**src/ppmcm_pkg.sv**
```systemverilog
// ----------------------------------------------------------------------------
// ppmcm_pkg
// Shared constants, types and states for the pulse period color mapper.
// ----------------------------------------------------------------------------
package ppmcm_pkg;

    localparam int EDGES_PER_BURST = 5;
    localparam int NUM_DIFF        = EDGES_PER_BURST - 1;
    localparam int COUNT_W         = $clog2(EDGES_PER_BURST);
    localparam int DIFF_IW         = $clog2(NUM_DIFF);
    localparam int SCORE_W         = $clog2(NUM_DIFF + 1);

    localparam int TIME_W   = 32;
    localparam int PERIOD_W = 31;
    localparam int VALUE_W  = 8;
    localparam int CHAN_W   = 2;

    localparam int IN_DATA_W  = 32;
    localparam int IN_USER_W  = 2;
    localparam int OUT_DATA_W = 40;
    localparam int OUT_USER_W = 2;

    localparam int CFG_IDX_W   = 3;
    localparam int LIMIT_W     = 31;
    localparam int SLOW_RESET  = 1000;

    // 0.2 percent window: |dx - di| * 500 <= dx
    localparam int WINDOW_SCALE = 500;
    localparam int ERR_W        = PERIOD_W + $clog2(WINDOW_SCALE);

    // intensity divider: quotient of (slow - p) * 255 / (slow - fast)
    localparam int DIV_STEPS = VALUE_W;
    localparam int DIV_CNT_W = $clog2(DIV_STEPS);
    localparam int REM_W     = PERIOD_W + VALUE_W;

    localparam int QUEUE_DEPTH = 2;
    localparam int QPTR_W      = $clog2(QUEUE_DEPTH);
    localparam int QCNT_W      = $clog2(QUEUE_DEPTH + 1);

    localparam logic [CHAN_W-1:0] CH_RED   = 2'd0;
    localparam logic [CHAN_W-1:0] CH_GREEN = 2'd1;
    localparam logic [CHAN_W-1:0] CH_BLUE  = 2'd2;

    typedef enum logic [CFG_IDX_W-1:0] {
        REG_RED_FAST,
        REG_RED_SLOW,
        REG_GREEN_FAST,
        REG_GREEN_SLOW,
        REG_BLUE_FAST,
        REG_BLUE_SLOW
    } cfg_reg_t;

    typedef struct packed {
        logic [LIMIT_W-1:0] red_fast;
        logic [LIMIT_W-1:0] red_slow;
        logic [LIMIT_W-1:0] green_fast;
        logic [LIMIT_W-1:0] green_slow;
        logic [LIMIT_W-1:0] blue_fast;
        logic [LIMIT_W-1:0] blue_slow;
    } limits_t;

    // one finished burst handed from front to back
    typedef struct packed {
        logic [NUM_DIFF-1:0][PERIOD_W-1:0] diff;
        logic [CHAN_W-1:0]                 channel;
    } burst_t;

    typedef enum logic [2:0] {
        BK_IDLE,
        BK_SCORE,
        BK_CLAMP,
        BK_PREP,
        BK_DIVIDE,
        BK_DONE
    } bk_state_t;

endpackage

```
**src/ppmcm_front.sv**
```systemverilog
// ----------------------------------------------------------------------------
// ppmcm_front
// Takes edge timestamps, forms the period differences of a burst and hands
// the finished burst to the queue.
// ----------------------------------------------------------------------------
module ppmcm_front (
    input  logic                                clk,
    input  logic                                rst_n,
    input  logic                                s_tvalid,
    output logic                                s_tready,
    input  logic [ppmcm_pkg::IN_DATA_W-1:0]     s_tdata,   // edge_time
    input  logic [ppmcm_pkg::IN_USER_W-1:0]     s_tuser,   // channel
    input  logic                                q_full,
    output logic                                push,
    output ppmcm_pkg::burst_t                   push_data
);

    logic [ppmcm_pkg::COUNT_W-1:0]                         edge_count_reg;
    logic [ppmcm_pkg::COUNT_W-1:0]                         edge_count_next;
    logic [ppmcm_pkg::TIME_W-1:0]                          prev_reg;
    logic [ppmcm_pkg::TIME_W-1:0]                          prev_next;
    logic [ppmcm_pkg::NUM_DIFF-1:0][ppmcm_pkg::PERIOD_W-1:0] store_reg;
    logic [ppmcm_pkg::NUM_DIFF-1:0][ppmcm_pkg::PERIOD_W-1:0] store_next;
    logic [ppmcm_pkg::NUM_DIFF-1:0][ppmcm_pkg::PERIOD_W-1:0] store_upd;
    logic [ppmcm_pkg::TIME_W-1:0]                          diff;
    logic                                                  negative;
    logic                                                  last_edge;
    logic                                                  accept;

    assign diff      = s_tdata - prev_reg;
    assign negative  = diff[ppmcm_pkg::TIME_W-1];
    assign last_edge = (edge_count_reg == ppmcm_pkg::COUNT_W'(ppmcm_pkg::EDGES_PER_BURST - 1));
    assign s_tready  = !last_edge || !q_full;
    assign accept    = s_tvalid && s_tready;
    assign push      = accept && last_edge;

    // first edge only sets the previous time, edge k lands in entry k-1
    always_comb
    begin
        for (int j = 0; j < ppmcm_pkg::NUM_DIFF; j++)
        begin
            if (!negative && (edge_count_reg == ppmcm_pkg::COUNT_W'(j + 1)))
            begin
                store_upd[j] = diff[ppmcm_pkg::PERIOD_W-1:0];
            end
            else
            begin
                store_upd[j] = store_reg[j];
            end
        end
    end

    always_comb
    begin
        push_data.diff = store_upd;
        if (s_tuser > ppmcm_pkg::CH_BLUE)
        begin
            push_data.channel = ppmcm_pkg::CH_BLUE;
        end
        else
        begin
            push_data.channel = s_tuser;
        end
    end

    always_comb
    begin
        edge_count_next = edge_count_reg;
        prev_next       = prev_reg;
        store_next      = store_reg;
        if (accept)
        begin
            if (last_edge)
            begin
                edge_count_next = '0;
                prev_next       = '0;
                store_next      = '0;
            end
            else
            begin
                edge_count_next = edge_count_reg + 1'b1;
                store_next      = store_upd;
                if (!negative)
                begin
                    prev_next = s_tdata;
                end
            end
        end
    end

    always_ff @(posedge clk or negedge rst_n)
    begin
        if (!rst_n)
        begin
            edge_count_reg <= '0;
            prev_reg       <= '0;
            store_reg      <= '0;
        end
        else
        begin
            edge_count_reg <= edge_count_next;
            prev_reg       <= prev_next;
            store_reg      <= store_next;
        end
    end

`ifndef NO_ASSERTIONS
    a_count_range: assert property (@(posedge clk) disable iff (!rst_n)
        edge_count_reg <= ppmcm_pkg::COUNT_W'(ppmcm_pkg::EDGES_PER_BURST - 1))
        else $error("edge count ran past the burst length");
`endif

endmodule

```
**src/ppmcm_queue.sv**
```systemverilog
// ----------------------------------------------------------------------------
// ppmcm_queue
// Short queue of finished bursts between the front and the back end.
// ----------------------------------------------------------------------------
module ppmcm_queue (
    input  logic              clk,
    input  logic              rst_n,
    input  logic              push,
    input  ppmcm_pkg::burst_t push_data,
    output logic              full,
    input  logic              pop,
    output logic              pop_valid,
    output ppmcm_pkg::burst_t pop_data
);

    ppmcm_pkg::burst_t               entry_reg [ppmcm_pkg::QUEUE_DEPTH];
    logic [ppmcm_pkg::QPTR_W-1:0]    wr_ptr_reg;
    logic [ppmcm_pkg::QPTR_W-1:0]    wr_ptr_next;
    logic [ppmcm_pkg::QPTR_W-1:0]    rd_ptr_reg;
    logic [ppmcm_pkg::QPTR_W-1:0]    rd_ptr_next;
    logic [ppmcm_pkg::QCNT_W-1:0]    count_reg;
    logic [ppmcm_pkg::QCNT_W-1:0]    count_next;

    assign full      = (count_reg == ppmcm_pkg::QCNT_W'(ppmcm_pkg::QUEUE_DEPTH));
    assign pop_valid = (count_reg != '0);
    assign pop_data  = entry_reg[rd_ptr_reg];

    always_comb
    begin
        wr_ptr_next = wr_ptr_reg;
        rd_ptr_next = rd_ptr_reg;
        count_next  = count_reg;
        if (push)
        begin
            if (wr_ptr_reg == ppmcm_pkg::QPTR_W'(ppmcm_pkg::QUEUE_DEPTH - 1))
            begin
                wr_ptr_next = '0;
            end
            else
            begin
                wr_ptr_next = wr_ptr_reg + 1'b1;
            end
        end
        if (pop)
        begin
            if (rd_ptr_reg == ppmcm_pkg::QPTR_W'(ppmcm_pkg::QUEUE_DEPTH - 1))
            begin
                rd_ptr_next = '0;
            end
            else
            begin
                rd_ptr_next = rd_ptr_reg + 1'b1;
            end
        end
        if (push && !pop)
        begin
            count_next = count_reg + 1'b1;
        end
        else if (pop && !push)
        begin
            count_next = count_reg - 1'b1;
        end
    end

    always_ff @(posedge clk)
    begin
        if (push)
        begin
            entry_reg[wr_ptr_reg] <= push_data;
        end
    end

    always_ff @(posedge clk or negedge rst_n)
    begin
        if (!rst_n)
        begin
            wr_ptr_reg <= '0;
            rd_ptr_reg <= '0;
            count_reg  <= '0;
        end
        else
        begin
            wr_ptr_reg <= wr_ptr_next;
            rd_ptr_reg <= rd_ptr_next;
            count_reg  <= count_next;
        end
    end

`ifndef NO_ASSERTIONS
    a_no_overflow: assert property (@(posedge clk) disable iff (!rst_n)
        !(push && full))
        else $error("burst pushed into a full queue");
    a_no_underflow: assert property (@(posedge clk) disable iff (!rst_n)
        pop |-> pop_valid)
        else $error("burst popped from an empty queue");
`endif

endmodule

```
**src/ppmcm_back.sv**
```systemverilog
// ----------------------------------------------------------------------------
// ppmcm_back
// Scores the differences of one burst, clamps the winning period to the
// channel limits and divides it down to an 8-bit intensity.
// ----------------------------------------------------------------------------
module ppmcm_back (
    input  logic                                 clk,
    input  logic                                 rst_n,
    input  logic                                 rec_valid,
    input  ppmcm_pkg::burst_t                    rec,
    output logic                                 rec_pop,
    input  ppmcm_pkg::limits_t                   limits,
    output logic                                 m_tvalid,
    input  logic                                 m_tready,
    output logic [ppmcm_pkg::OUT_DATA_W-1:0]     m_tdata,   // period_us, intensity
    output logic [ppmcm_pkg::OUT_USER_W-1:0]     m_tuser    // color_channel
);

    localparam int PW = ppmcm_pkg::PERIOD_W;
    localparam int ND = ppmcm_pkg::NUM_DIFF;

    ppmcm_pkg::bk_state_t state_reg;
    ppmcm_pkg::bk_state_t state_next;

    logic [ND-1:0][PW-1:0]                  dx_sh_reg, dx_sh_next;
    logic [ND-1:0][PW-1:0]                  di_sh_reg, di_sh_next;
    logic [ppmcm_pkg::CHAN_W-1:0]           chan_reg, chan_next;
    logic [ppmcm_pkg::DIFF_IW-1:0]          xi_reg, xi_next;
    logic [ppmcm_pkg::DIFF_IW-1:0]          ii_reg, ii_next;
    logic [ppmcm_pkg::SCORE_W-1:0]          score_reg, score_next;
    logic [ppmcm_pkg::SCORE_W-1:0]          best_score_reg, best_score_next;
    logic [PW-1:0]                          best_reg, best_next;
    logic [PW-1:0]                          p_reg, p_next;
    logic [PW-1:0]                          den_reg, den_next;
    logic                                   den_zero_reg, den_zero_next;
    logic [ppmcm_pkg::REM_W-1:0]            rem_reg, rem_next;
    logic [ppmcm_pkg::REM_W-1:0]            dsh_reg, dsh_next;
    logic [ppmcm_pkg::VALUE_W-1:0]          q_reg, q_next;
    logic [ppmcm_pkg::DIV_CNT_W-1:0]        div_cnt_reg, div_cnt_next;
    logic                                   m_valid_reg, m_valid_next;
    logic [PW-1:0]                          out_period_reg, out_period_next;
    logic [ppmcm_pkg::VALUE_W-1:0]          out_value_reg, out_value_next;
    logic [ppmcm_pkg::CHAN_W-1:0]           out_chan_reg, out_chan_next;

    logic [PW-1:0]                          lo;
    logic [PW-1:0]                          hi;
    logic [PW-1:0]                          dx;
    logic [PW-1:0]                          di;
    logic [PW-1:0]                          err;
    logic [ppmcm_pkg::ERR_W-1:0]            err_scaled;
    logic                                   hit;
    logic [ppmcm_pkg::SCORE_W-1:0]          score_sum;
    logic                                   ii_last;
    logic                                   xi_last;
    logic [PW-1:0]                          p_low;
    logic [PW-1:0]                          p_clamped;
    logic [PW-1:0]                          num;
    logic [ppmcm_pkg::REM_W-1:0]            dividend;
    logic                                   take;
    logic                                   out_load;

    always_comb
    begin
        unique case (chan_reg)
            ppmcm_pkg::CH_RED:
            begin
                lo = limits.red_fast;
                hi = limits.red_slow;
            end
            ppmcm_pkg::CH_GREEN:
            begin
                lo = limits.green_fast;
                hi = limits.green_slow;
            end
            default:
            begin
                lo = limits.blue_fast;
                hi = limits.blue_slow;
            end
        endcase
    end

    // one pair of differences compared per cycle
    assign dx         = dx_sh_reg[0];
    assign di         = di_sh_reg[0];
    assign err        = (dx >= di) ? (dx - di) : (di - dx);
    assign err_scaled = ppmcm_pkg::ERR_W'(err) * ppmcm_pkg::ERR_W'(ppmcm_pkg::WINDOW_SCALE);
    assign hit        = (err_scaled <= ppmcm_pkg::ERR_W'(dx));
    assign score_sum  = score_reg + ppmcm_pkg::SCORE_W'(hit);
    assign ii_last    = (ii_reg == ppmcm_pkg::DIFF_IW'(ND - 1));
    assign xi_last    = (xi_reg == ppmcm_pkg::DIFF_IW'(ND - 1));

    assign p_low     = (best_reg < lo) ? lo : best_reg;
    assign p_clamped = (p_low > hi) ? hi : p_low;

    // (slow - p) * 255 as shift and subtract
    assign num      = hi - p_reg;
    assign dividend = ppmcm_pkg::REM_W'({num, ppmcm_pkg::VALUE_W'(0)})
                      - ppmcm_pkg::REM_W'(num);
    assign take     = (rem_reg >= dsh_reg);

    // next state
    always_comb
    begin
        state_next = state_reg;
        unique case (state_reg)
            ppmcm_pkg::BK_IDLE:
            begin
                if (rec_valid)
                begin
                    state_next = ppmcm_pkg::BK_SCORE;
                end
            end
            ppmcm_pkg::BK_SCORE:
            begin
                if (ii_last && xi_last)
                begin
                    state_next = ppmcm_pkg::BK_CLAMP;
                end
            end
            ppmcm_pkg::BK_CLAMP:
            begin
                state_next = ppmcm_pkg::BK_PREP;
            end
            ppmcm_pkg::BK_PREP:
            begin
                state_next = ppmcm_pkg::BK_DIVIDE;
            end
            ppmcm_pkg::BK_DIVIDE:
            begin
                if (div_cnt_reg == '0)
                begin
                    state_next = ppmcm_pkg::BK_DONE;
                end
            end
            ppmcm_pkg::BK_DONE:
            begin
                if (!m_valid_reg || m_tready)
                begin
                    state_next = ppmcm_pkg::BK_IDLE;
                end
            end
            default:
            begin
                state_next = ppmcm_pkg::BK_IDLE;
            end
        endcase
    end

    // control outputs
    always_comb
    begin
        rec_pop  = (state_reg == ppmcm_pkg::BK_IDLE) && rec_valid;
        out_load = (state_reg == ppmcm_pkg::BK_DONE) && (!m_valid_reg || m_tready);
    end

    // datapath
    always_comb
    begin
        dx_sh_next      = dx_sh_reg;
        di_sh_next      = di_sh_reg;
        chan_next       = chan_reg;
        xi_next         = xi_reg;
        ii_next         = ii_reg;
        score_next      = score_reg;
        best_score_next = best_score_reg;
        best_next       = best_reg;
        p_next          = p_reg;
        den_next        = den_reg;
        den_zero_next   = den_zero_reg;
        rem_next        = rem_reg;
        dsh_next        = dsh_reg;
        q_next          = q_reg;
        div_cnt_next    = div_cnt_reg;
        out_period_next = out_period_reg;
        out_value_next  = out_value_reg;
        out_chan_next   = out_chan_reg;

        if (out_load)
        begin
            m_valid_next = 1'b1;
        end
        else if (m_tready)
        begin
            m_valid_next = 1'b0;
        end
        else
        begin
            m_valid_next = m_valid_reg;
        end

        unique case (state_reg)
            ppmcm_pkg::BK_IDLE:
            begin
                if (rec_pop)
                begin
                    dx_sh_next      = rec.diff;
                    di_sh_next      = rec.diff;
                    chan_next       = rec.channel;
                    xi_next         = '0;
                    ii_next         = '0;
                    score_next      = '0;
                    best_score_next = '0;
                    best_next       = '0;
                end
            end
            ppmcm_pkg::BK_SCORE:
            begin
                di_sh_next = {di_sh_reg[0], di_sh_reg[ND-1:1]};
                if (ii_last)
                begin
                    // strictly greater keeps the lowest index on a tie
                    if (score_sum > best_score_reg)
                    begin
                        best_score_next = score_sum;
                        best_next       = dx;
                    end
                    dx_sh_next = {dx_sh_reg[0], dx_sh_reg[ND-1:1]};
                    score_next = '0;
                    ii_next    = '0;
                    xi_next    = xi_reg + 1'b1;
                end
                else
                begin
                    score_next = score_sum;
                    ii_next    = ii_reg + 1'b1;
                end
            end
            ppmcm_pkg::BK_CLAMP:
            begin
                p_next        = p_clamped;
                den_next      = hi - lo;
                den_zero_next = !(hi > lo);
            end
            ppmcm_pkg::BK_PREP:
            begin
                rem_next     = dividend;
                dsh_next     = ppmcm_pkg::REM_W'(den_reg) << (ppmcm_pkg::VALUE_W - 1);
                q_next       = '0;
                div_cnt_next = ppmcm_pkg::DIV_CNT_W'(ppmcm_pkg::DIV_STEPS - 1);
            end
            ppmcm_pkg::BK_DIVIDE:
            begin
                if (take)
                begin
                    rem_next = rem_reg - dsh_reg;
                end
                q_next       = {q_reg[ppmcm_pkg::VALUE_W-2:0], take};
                dsh_next     = dsh_reg >> 1;
                div_cnt_next = div_cnt_reg - 1'b1;
            end
            ppmcm_pkg::BK_DONE:
            begin
                if (out_load)
                begin
                    out_period_next = p_reg;
                    out_value_next  = den_zero_reg ? '0 : q_reg;
                    out_chan_next   = chan_reg;
                end
            end
            default:
            begin
            end
        endcase
    end

    always_ff @(posedge clk or negedge rst_n)
    begin
        if (!rst_n)
        begin
            state_reg   <= ppmcm_pkg::BK_IDLE;
            m_valid_reg <= 1'b0;
        end
        else
        begin
            state_reg   <= state_next;
            m_valid_reg <= m_valid_next;
        end
    end

    always_ff @(posedge clk)
    begin
        dx_sh_reg      <= dx_sh_next;
        di_sh_reg      <= di_sh_next;
        chan_reg       <= chan_next;
        xi_reg         <= xi_next;
        ii_reg         <= ii_next;
        score_reg      <= score_next;
        best_score_reg <= best_score_next;
        best_reg       <= best_next;
        p_reg          <= p_next;
        den_reg        <= den_next;
        den_zero_reg   <= den_zero_next;
        rem_reg        <= rem_next;
        dsh_reg        <= dsh_next;
        q_reg          <= q_next;
        div_cnt_reg    <= div_cnt_next;
        out_period_reg <= out_period_next;
        out_value_reg  <= out_value_next;
        out_chan_reg   <= out_chan_next;
    end

    assign m_tvalid = m_valid_reg;
    assign m_tdata  = {{(ppmcm_pkg::OUT_DATA_W - PW - ppmcm_pkg::VALUE_W){1'b0}},
                       out_value_reg, out_period_reg};
    assign m_tuser  = out_chan_reg;

`ifndef NO_ASSERTIONS
    // every difference is within its own window, so a winner always exists
    a_winner_found: assert property (@(posedge clk) disable iff (!rst_n)
        (state_reg == ppmcm_pkg::BK_CLAMP) |-> (best_score_reg != '0))
        else $error("scoring finished without a winning difference");
    // restoring divider keeps the remainder below twice the shifted divisor
    a_div_bound: assert property (@(posedge clk) disable iff (!rst_n)
        ((state_reg == ppmcm_pkg::BK_DIVIDE) && !den_zero_reg)
        |-> ({1'b0, rem_reg} < {dsh_reg, 1'b0}))
        else $error("intensity quotient overflowed eight bits");
`endif

endmodule

```
**src/pulse_period_mode_color_map.sv**
```systemverilog
// ----------------------------------------------------------------------------
// pulse_period_mode_color_map
// Dominant pulse period and color intensity from sensor edge timestamps.
// ----------------------------------------------------------------------------
// Edge timestamps come in on the s_ side in bursts of EDGES_PER_BURST (five);
// the channel is sampled on the last edge of a burst, and each burst gives one
// result on the m_ side. Edges are taken one per cycle unless the front
// stalls. Each finished burst waits in a two-entry queue for the back end,
// which takes the burst from the queue, scores one pair of differences per
// cycle, then clamps, sets up and runs the one-bit-per-step divider for the
// eight intensity bits, and loads the output once the m_ side is free.
// The front stalls only on a last edge while the queue holds two bursts. The
// limit registers are written through cfg_we / cfg_index / cfg_data; the user
// must write them only while no burst is in flight, which the block does not
// enforce. Indexes above five are ignored.
module pulse_period_mode_color_map (
    input  logic                                 clk,
    input  logic                                 rst_n,
    input  logic                                 s_tvalid,
    output logic                                 s_tready,
    input  logic [ppmcm_pkg::IN_DATA_W-1:0]      s_tdata,   // edge_time[31:0]
    input  logic [ppmcm_pkg::IN_USER_W-1:0]      s_tuser,   // channel[1:0]
    output logic                                 m_tvalid,
    input  logic                                 m_tready,
    output logic [ppmcm_pkg::OUT_DATA_W-1:0]     m_tdata,   // period_us[30:0], intensity[38:31]
    output logic [ppmcm_pkg::OUT_USER_W-1:0]     m_tuser,   // color_channel[1:0]
    input  logic                                 cfg_we,
    input  logic [ppmcm_pkg::CFG_IDX_W-1:0]      cfg_index,
    input  logic [ppmcm_pkg::LIMIT_W-1:0]        cfg_data
);

    ppmcm_pkg::limits_t limits_reg;
    ppmcm_pkg::limits_t limits_next;
    ppmcm_pkg::burst_t  push_data;
    ppmcm_pkg::burst_t  pop_data;
    logic               push;
    logic               q_full;
    logic               pop;
    logic               pop_valid;

    always_comb
    begin
        limits_next = limits_reg;
        if (cfg_we)
        begin
            unique case (cfg_index)
                ppmcm_pkg::REG_RED_FAST:   limits_next.red_fast   = cfg_data;
                ppmcm_pkg::REG_RED_SLOW:   limits_next.red_slow   = cfg_data;
                ppmcm_pkg::REG_GREEN_FAST: limits_next.green_fast = cfg_data;
                ppmcm_pkg::REG_GREEN_SLOW: limits_next.green_slow = cfg_data;
                ppmcm_pkg::REG_BLUE_FAST:  limits_next.blue_fast  = cfg_data;
                ppmcm_pkg::REG_BLUE_SLOW:  limits_next.blue_slow  = cfg_data;
                default:
                begin
                end
            endcase
        end
    end

    always_ff @(posedge clk or negedge rst_n)
    begin
        if (!rst_n)
        begin
            limits_reg.red_fast   <= '0;
            limits_reg.red_slow   <= ppmcm_pkg::LIMIT_W'(ppmcm_pkg::SLOW_RESET);
            limits_reg.green_fast <= '0;
            limits_reg.green_slow <= ppmcm_pkg::LIMIT_W'(ppmcm_pkg::SLOW_RESET);
            limits_reg.blue_fast  <= '0;
            limits_reg.blue_slow  <= ppmcm_pkg::LIMIT_W'(ppmcm_pkg::SLOW_RESET);
        end
        else
        begin
            limits_reg <= limits_next;
        end
    end

    ppmcm_front u_front (
        .clk       (clk),
        .rst_n     (rst_n),
        .s_tvalid  (s_tvalid),
        .s_tready  (s_tready),
        .s_tdata   (s_tdata),
        .s_tuser   (s_tuser),
        .q_full    (q_full),
        .push      (push),
        .push_data (push_data)
    );

    ppmcm_queue u_queue (
        .clk       (clk),
        .rst_n     (rst_n),
        .push      (push),
        .push_data (push_data),
        .full      (q_full),
        .pop       (pop),
        .pop_valid (pop_valid),
        .pop_data  (pop_data)
    );

    ppmcm_back u_back (
        .clk       (clk),
        .rst_n     (rst_n),
        .rec_valid (pop_valid),
        .rec       (pop_data),
        .rec_pop   (pop),
        .limits    (limits_reg),
        .m_tvalid  (m_tvalid),
        .m_tready  (m_tready),
        .m_tdata   (m_tdata),
        .m_tuser   (m_tuser)
    );

endmodule

```
**config.mk**
```make
export PLATFORM = sky130hd
export DESIGN_NAME = pulse_period_mode_color_map
export DESIGN_NICKNAME = d
export VERILOG_FILES = /design/src/ppmcm_pkg.sv /design/src/ppmcm_front.sv /design/src/ppmcm_queue.sv /design/src/ppmcm_back.sv /design/src/pulse_period_mode_color_map.sv
export SDC_FILE = /design/constraint.sdc
export NUM_CORES = 2
export LEC_CHECK = 0
export BUFFER_PORTS_ARGS = -buffer_cell sky130_fd_sc_hd__buf_4
export CORE_UTILIZATION = 45
export DETAILED_ROUTE_END_ITERATION = 8
export GPL_TIMING_DRIVEN = 0
export PLACE_DENSITY = 0.71
export RECOVER_POWER = 100
export SETUP_SLACK_MARGIN = 0.02
export SLEW_MARGIN = 0
export SYNTH_ARGS = -nofsm -noshare
export SYNTH_HDL_FRONTEND = slang
export SYNTH_SLANG_ARGS = --single-unit
```
**constraint.sdc**
```tcl
create_clock -name clk -period 26.6 [get_ports clk]
set_clock_uncertainty 0.1 [all_clocks]
set_input_delay 3.99 -clock clk [delete_from_list [all_inputs] [get_ports clk]]
set_output_delay 3.99 -clock clk [all_outputs]
set_load 0.02 [all_outputs]
```
# Word-level counts from Yosys, hierarchy flattened
# Memories as Yosys holds them, arrays and structs flattened.
# Cells that the tools add are included.
# Widths: inputs -> output; s select.
[totals] memories=1 elab_cells=188 regBits=837 ramBits=252
[mem_list] name="u_queue.entry_reg" depth=2 word_bits=126 read_ports=1 rd_clocked_by_memory_dff=0 wr=1 line="ppmcm_queue.sv:16" text="ppmcm_pkg::burst_t entry_reg [ppmcm_pkg::QUEUE_DEPTH];"
[classes] eq_ne=27 muxes=51 mul=1 addsub=16 order_cmp=8 reduce_logical=43
[ops] cell="$pmux 124 s2" n=2
[ops] cell="$mux 124" n=3
[ops] cell="$mux 31" n=10
[ops] cell="$pmux 31 s2" n=3
[ops] cell="$pmux 39 s2" n=2
[ops] cell="$sub 31x31->31" n=4
[ops] cell="$mux 32" n=2
[ops] cell="$gt 31x31->1" n=2
[ops] cell="$le 40x31->1" n=1
[ops] cell="$ge 39x39->1" n=1
[ops] cell="$mux 39" n=1
[ops] cell="$sub 39x31->39" n=1
[ops] cell="$sub 39x39->39" n=1
[ops] cell="$mul 31x7->38 const B" n=1
[ops] cell="$sub 32x32->32" n=1
[ops] cell="$ge 31x31->1" n=1
[ops] cell="$lt 31x31->1" n=1
[ops] cell="$mux 3" n=9
[ops] cell="$reduce_and 2->1" n=11
[ops] cell="$eq 3x2->1 const B" n=6
[ops] cell="$pmux 3 s2" n=3
[ops] cell="$pmux 3 s6" n=1
[ops] cell="$pmux 8 s2" n=1
[ops] cell="$eq 3x3->1 const B" n=5
[ops] cell="other kinds (24)" n=73

# Logic depth before layout (Yosys ltp)
[logic_depth] depth_word=9 ltp_mapped=51 ltp_nobuf=50

# Modules after synthesis
# A second synthesis with hierarchy kept.
[hier_totals] hier_cells=5706 area_unflattened_um2=63835.0
[modules_own_cells] module="ppmcm_back" seq_area_each_um2=14604.0 instances=1 cells_per_inst=4050 area_each_um2=37890.1
[modules_own_cells] module="ppmcm_front" seq_area_each_um2=3978.8 instances=1 cells_per_inst=852 area_each_um2=9540.4
[modules_own_cells] module="ppmcm_queue" seq_area_each_um2=7667.4 instances=1 cells_per_inst=408 area_each_um2=9389.0
[modules_own_cells] module="pulse_period_mode_color_map" seq_area_each_um2=4677.0 instances=1 cells_per_inst=396 area_each_um2=7015.5

# Least setup slack after synthesis
# No wires, ideal clock.
[synth_path] path_kind="register to register" startpoint="register u_back.di_sh_reg (netlist bit u_back.di[18])" endpoint="register u_back.best_reg[0], enable pin" n_path_buf=5 setup_slack_ns=13.643 setup_ns=0.472 arrival_time_ns=12.385 required_ns=26.028 path_stages_with_launch=51 path_cell_list="edfxtp_1 inv_1 ha_1 buf_2 a21oi_2 o21ai_1 nor3_1 a211oi_4 o22ai_4 buf_6 buf_2 buf_2 buf_2 mux2i_1 xor2_1 fa_1 inv_1 fa_1 (+15 left out) a21o_1 a21o_1 a21oi_1 o21ai_0 a21oi_1 a41oi_1 a2111oi_0 o311ai_0 a2111oi_0 and4_1 ha_1 ha_1 xnor2_1 inv_1 ha_1 nand3_1 nand3_1 o21ai_0"
[synth_via] elab_chain_cells=8 word_cells_on_any_way=10 classes_between="add/sub: 3; mul: 1; order compare: 3; eq/ne: 1; mux: 1; reduce/logical: 1"
[synth_rtl] item="from (decl)" line="ppmcm_back.sv:26" text="logic [ND-1:0][PW-1:0] di_sh_reg, di_sh_next;"
[synth_rtl] item="from (signal assigned)" line="ppmcm_back.sv:284" text="di_sh_reg <= di_sh_next;"
[synth_rtl] item="$sub 31x31->31 / $ge 31x31->1 (equally long branches)" line="ppmcm_back.sv:86" text="assign err = (dx >= di) ? (dx - di) : (di - dx);"
[synth_rtl] item="$mux 31 *" line="ppmcm_back.sv:86"
[synth_rtl] item="$mul 31x7->38 *" line="ppmcm_back.sv:87" text="assign err_scaled = ppmcm_pkg::ERR_W'(err) * ppmcm_pkg::ERR_W'(ppmcm_pkg::WINDOW_SCALE);"
[synth_rtl] item="$le 40x31->1 *" line="ppmcm_back.sv:88" text="assign hit = (err_scaled <= ppmcm_pkg::ERR_W'(dx));"
[synth_rtl] item="$add 3x1->3 *" line="ppmcm_back.sv:89" text="assign score_sum = score_reg + ppmcm_pkg::SCORE_W'(hit);"
[synth_rtl] item="named net u_back.score_sum (one bit)" line="ppmcm_back.sv:52" text="logic [ppmcm_pkg::SCORE_W-1:0] score_sum;"
[synth_rtl] item="$gt 3x3->1 *" line="ppmcm_back.sv:213" text="if (score_sum > best_score_reg)"
[synth_rtl] item="$ne 2x1->1 (no source line) *"
[synth_rtl] item="$reduce_and 4->1 (no source line) *"
[synth_rtl] item="to (signal assigned)" line="ppmcm_back.sv:290" text="best_reg <= best_next;"
[synth_rtl] item="to (decl)" line="ppmcm_back.sv:32" text="logic [PW-1:0] best_reg, best_next;"
# The timed path passes the listed nets; every way through them passes the cells marked *.
# A chain may end at the register's enable or synchronous reset.

# Worst setup path in the final report
[layout_path] startpoint="register u_back.di_sh_reg (netlist bit u_back.di[2])" endpoint="register u_back.best_reg[26], enable pin"
# The elaborated chain is that of the path after synthesis.

==> flow_summary.json <==
{
  "die_h_um": 374.3,
  "status": "complete, but fails checks",
  "start_kind": "register",
  "cp-end-kind": "register",
  "rsz0062_at_grt": "no",
  "ys_ff_latch": 1088,
  "synth_edf_count": 735,
  "antenna_found_initial": 2,
  "synth.net_count": 6181,
  "drtIter0Drc": 2903,
  "first_pass_iters": 8,
  "vias": 42881,
  "critical_path_class": "reg -> reg",
  "cts_tree": "built",
  "grt_max_degree": 121,
  "hold_path_class": "reg -> reg",
  "synth_cells": 5596,
  "yosys_warnings": 0,
  "clk_pin_slew_worst_paths_ns": 0.06,
  "yosysSeqAreaShare_pct": 49.57,
  "max_cap_violations": 19,
  "largest_reg_flops": 252,
  "fin_nets": 6435,
  "grt_use_total_pct": 22.70,
  "netlist_area_um2": 62390,
  "fin_crit_ns": 16.58,
  "fillers": 12166,
  "initial_core_util_pct": 45.38,
  "path_max_fanout": 32,
  "numCtsBuffers": 109,
  "grt_pass1_vias": 43658,
  "wirelength_mm": 160.0,
  "routabilityCongestion": 0.9656,
  "syn_to_final_growth_pct": 10.57,
  "clk_latency_ns": 0.76,
  "timing.slew.headroom_pct": -320.5,
  "viasPerCell": 5.542,
  "crit_top_cell": "ha_1",
  "arrival_ns": 16.74,
  "drive_gt1_share_pct": 9.608,
  "tightestPinTransition_ns": 6.307,
  "seq_area_um2": 30930,
  "clockBufferDepth": 3,
  "async_flop_share_pct": 32.44,
  "maxSlewViolCount": 786,
  "violations": "capacitance limit, slew limit",
  "cts_sinks": 1088,
  "finalSetupViolCount": 0,
  "overflow": 0,
  "row_count": 136,
  "cts_setup_buffers": 0,
  "avgSynthCellArea_um2": 11.15,
  "drc": 0,
  "port_buffers": 114,
  "cts_max_level": 3,
  "grt_pass1_wl_mm": 247.1,
  "period_share_pct": 62.32,
  "ios": 117,
  "synthMostInstantiatedCell": "edfxtp_1",
  "ant_nets": 0,
  "synth_area_leaders": "edfxtp_1 (35%), dfrtp_1 (13%), ha_1 (8.0%)",
  "cts_resized": 0,
  "crit_path_max_incr_delay_ns": 1.26,
  "wire_per_inst_um": 20.68,
  "ys_top_cells_by_count": "edfxtp_1 (735), nand2_1 (553), inv_1 (486)",
  "hold_viol_final": 0,
  "die_x_um": 374.3,
  "diodes": 0,
  "yosys_most_used_dff": "edfxtp_1",
  "cp_slowest_cell": "clkbuf_1",
  "core-area_um2": 137500,
  "final_util_pct": 50.17,
  "synth_largest_area_cell": "edfxtp_1",
  "cts_hold_buf": 0,
  "cp_data_required_time_ns": 26.76,
  "cts-root-buf": "clkbuf_16",
  "synth_top_area_share_pct": 35.38,
  "post-dp-hpwl_mm": 125.0,
  "ys_types": 105,
  "dieArea_um2": 140100,
  "max_freq_mhz": 60.32,
  "multi_input_area_um2": 28600,
  "setup_tns_ns": 0
}
worst max-delay path, delay by kind of cell (launching register included):
family                   cells  cell delay [ns]
AO/OA/AOI/OAI               17             5.01
multiplexers                 1             0.29
adder cells (fa/ha/maj)     10             3.51
buffers and inverters       10             4.22
flip-flops                   1             0.40
AND/OR/NAND/NOR              7             1.56
XOR/XNOR                     3             0.94
cell usage in the layout (no fill, tap or decap), types with 210 or more instances in the layout:
cell type  netlist  final
a21oi_1        299    301
ha_1           398    398
o21a_1         210    210
nand2_1        553    553
dfrtp_1        335    335
clkbuf_1       148    290
inv_1          486    486
o21ai_0        395    405
edfxtp_1       735    735
mux2_2         255    244
nor2_1         247    247
metal layers:
layer / part of all wire (%) / up-vias / track usage [%] / routed length [um]
met2: 50 / 1104 / 40.33 / 80320
met4: 4.0 / 0 / 8.467 / 6353
li1: - / 20448 / - / -
met3: 4.5 / 266 / 2.446 / 7215
met5: 0 / - / 0 / 0
met1: 41 / 21063 / 28.34 / 66130
per-stage QoR:
stage / hold slack, ns / setup slack (ns) / instance area [um^2] / instances
after global routing: 0.3662 / 8.954 / 68980 / 7737
after detailed placement: 0.3375 / 13.30 / 66070 / 7533
after global placement: 0.3351 / 10.53 / 65490 / 7504
after floorplan: 0.3206 / 13.64 / 62390 / 5596
after CTS: 0.3518 / 13.19 / 69760 / 7737
final: 0.3548 / 10.02 / 68980 / 7737
kinds of logic (layout without fill, tap and decap cells):
family                   after synthesis  in the layout  synth area share [%]
multiplexers                         464            464                 7.964
AO/OA/AOI/OAI                       1408           1408                 14.56
adder cells (fa/ha/maj)              514            514                 11.67
flip-flops                          1088           1088                 49.57
buffers and inverters                711           1058                 4.416
XOR/XNOR                             210            210                 3.020
AND/OR/NAND/NOR                     1200           1200                 8.792
other                                  1              1              0.006011
area by class of cell:
cell class                      instances  area share [%]
Sequential cell                      1088           44.83
Multi-Input combinational cell       3797           41.46
Clock buffer                          146           4.317
Tap cell                             1794           3.254
Inverter                              487           2.650
Buffer                                224           1.299
Timing Repair Buffer                  143           1.161
Clock inverter                         58           1.027
path summary, 6_finish.rpt:
check	startpoint	endpoint	slack (ns)	cells past startpoint
max	u_back.di[2]	u_back.best_reg[26]	10.02	48
min	u_back.p_reg[29]	u_back.out_period_reg[29]	0.35	0
max reg2reg	u_back.di[2]	u_back.best_reg[26]	10.02	48
min reg2reg	u_back.p_reg[29]	u_back.out_period_reg[29]	0.35	0
max in group asynchronous	rst_n	u_front.store_reg[5]	12.19	3
min in group asynchronous	rst_n	limits_reg[134]	4.28	1
Power is left out: the tool's default activity adds up to more than one toggle a clock period on the data nets, which glitch-free logic cannot reach.
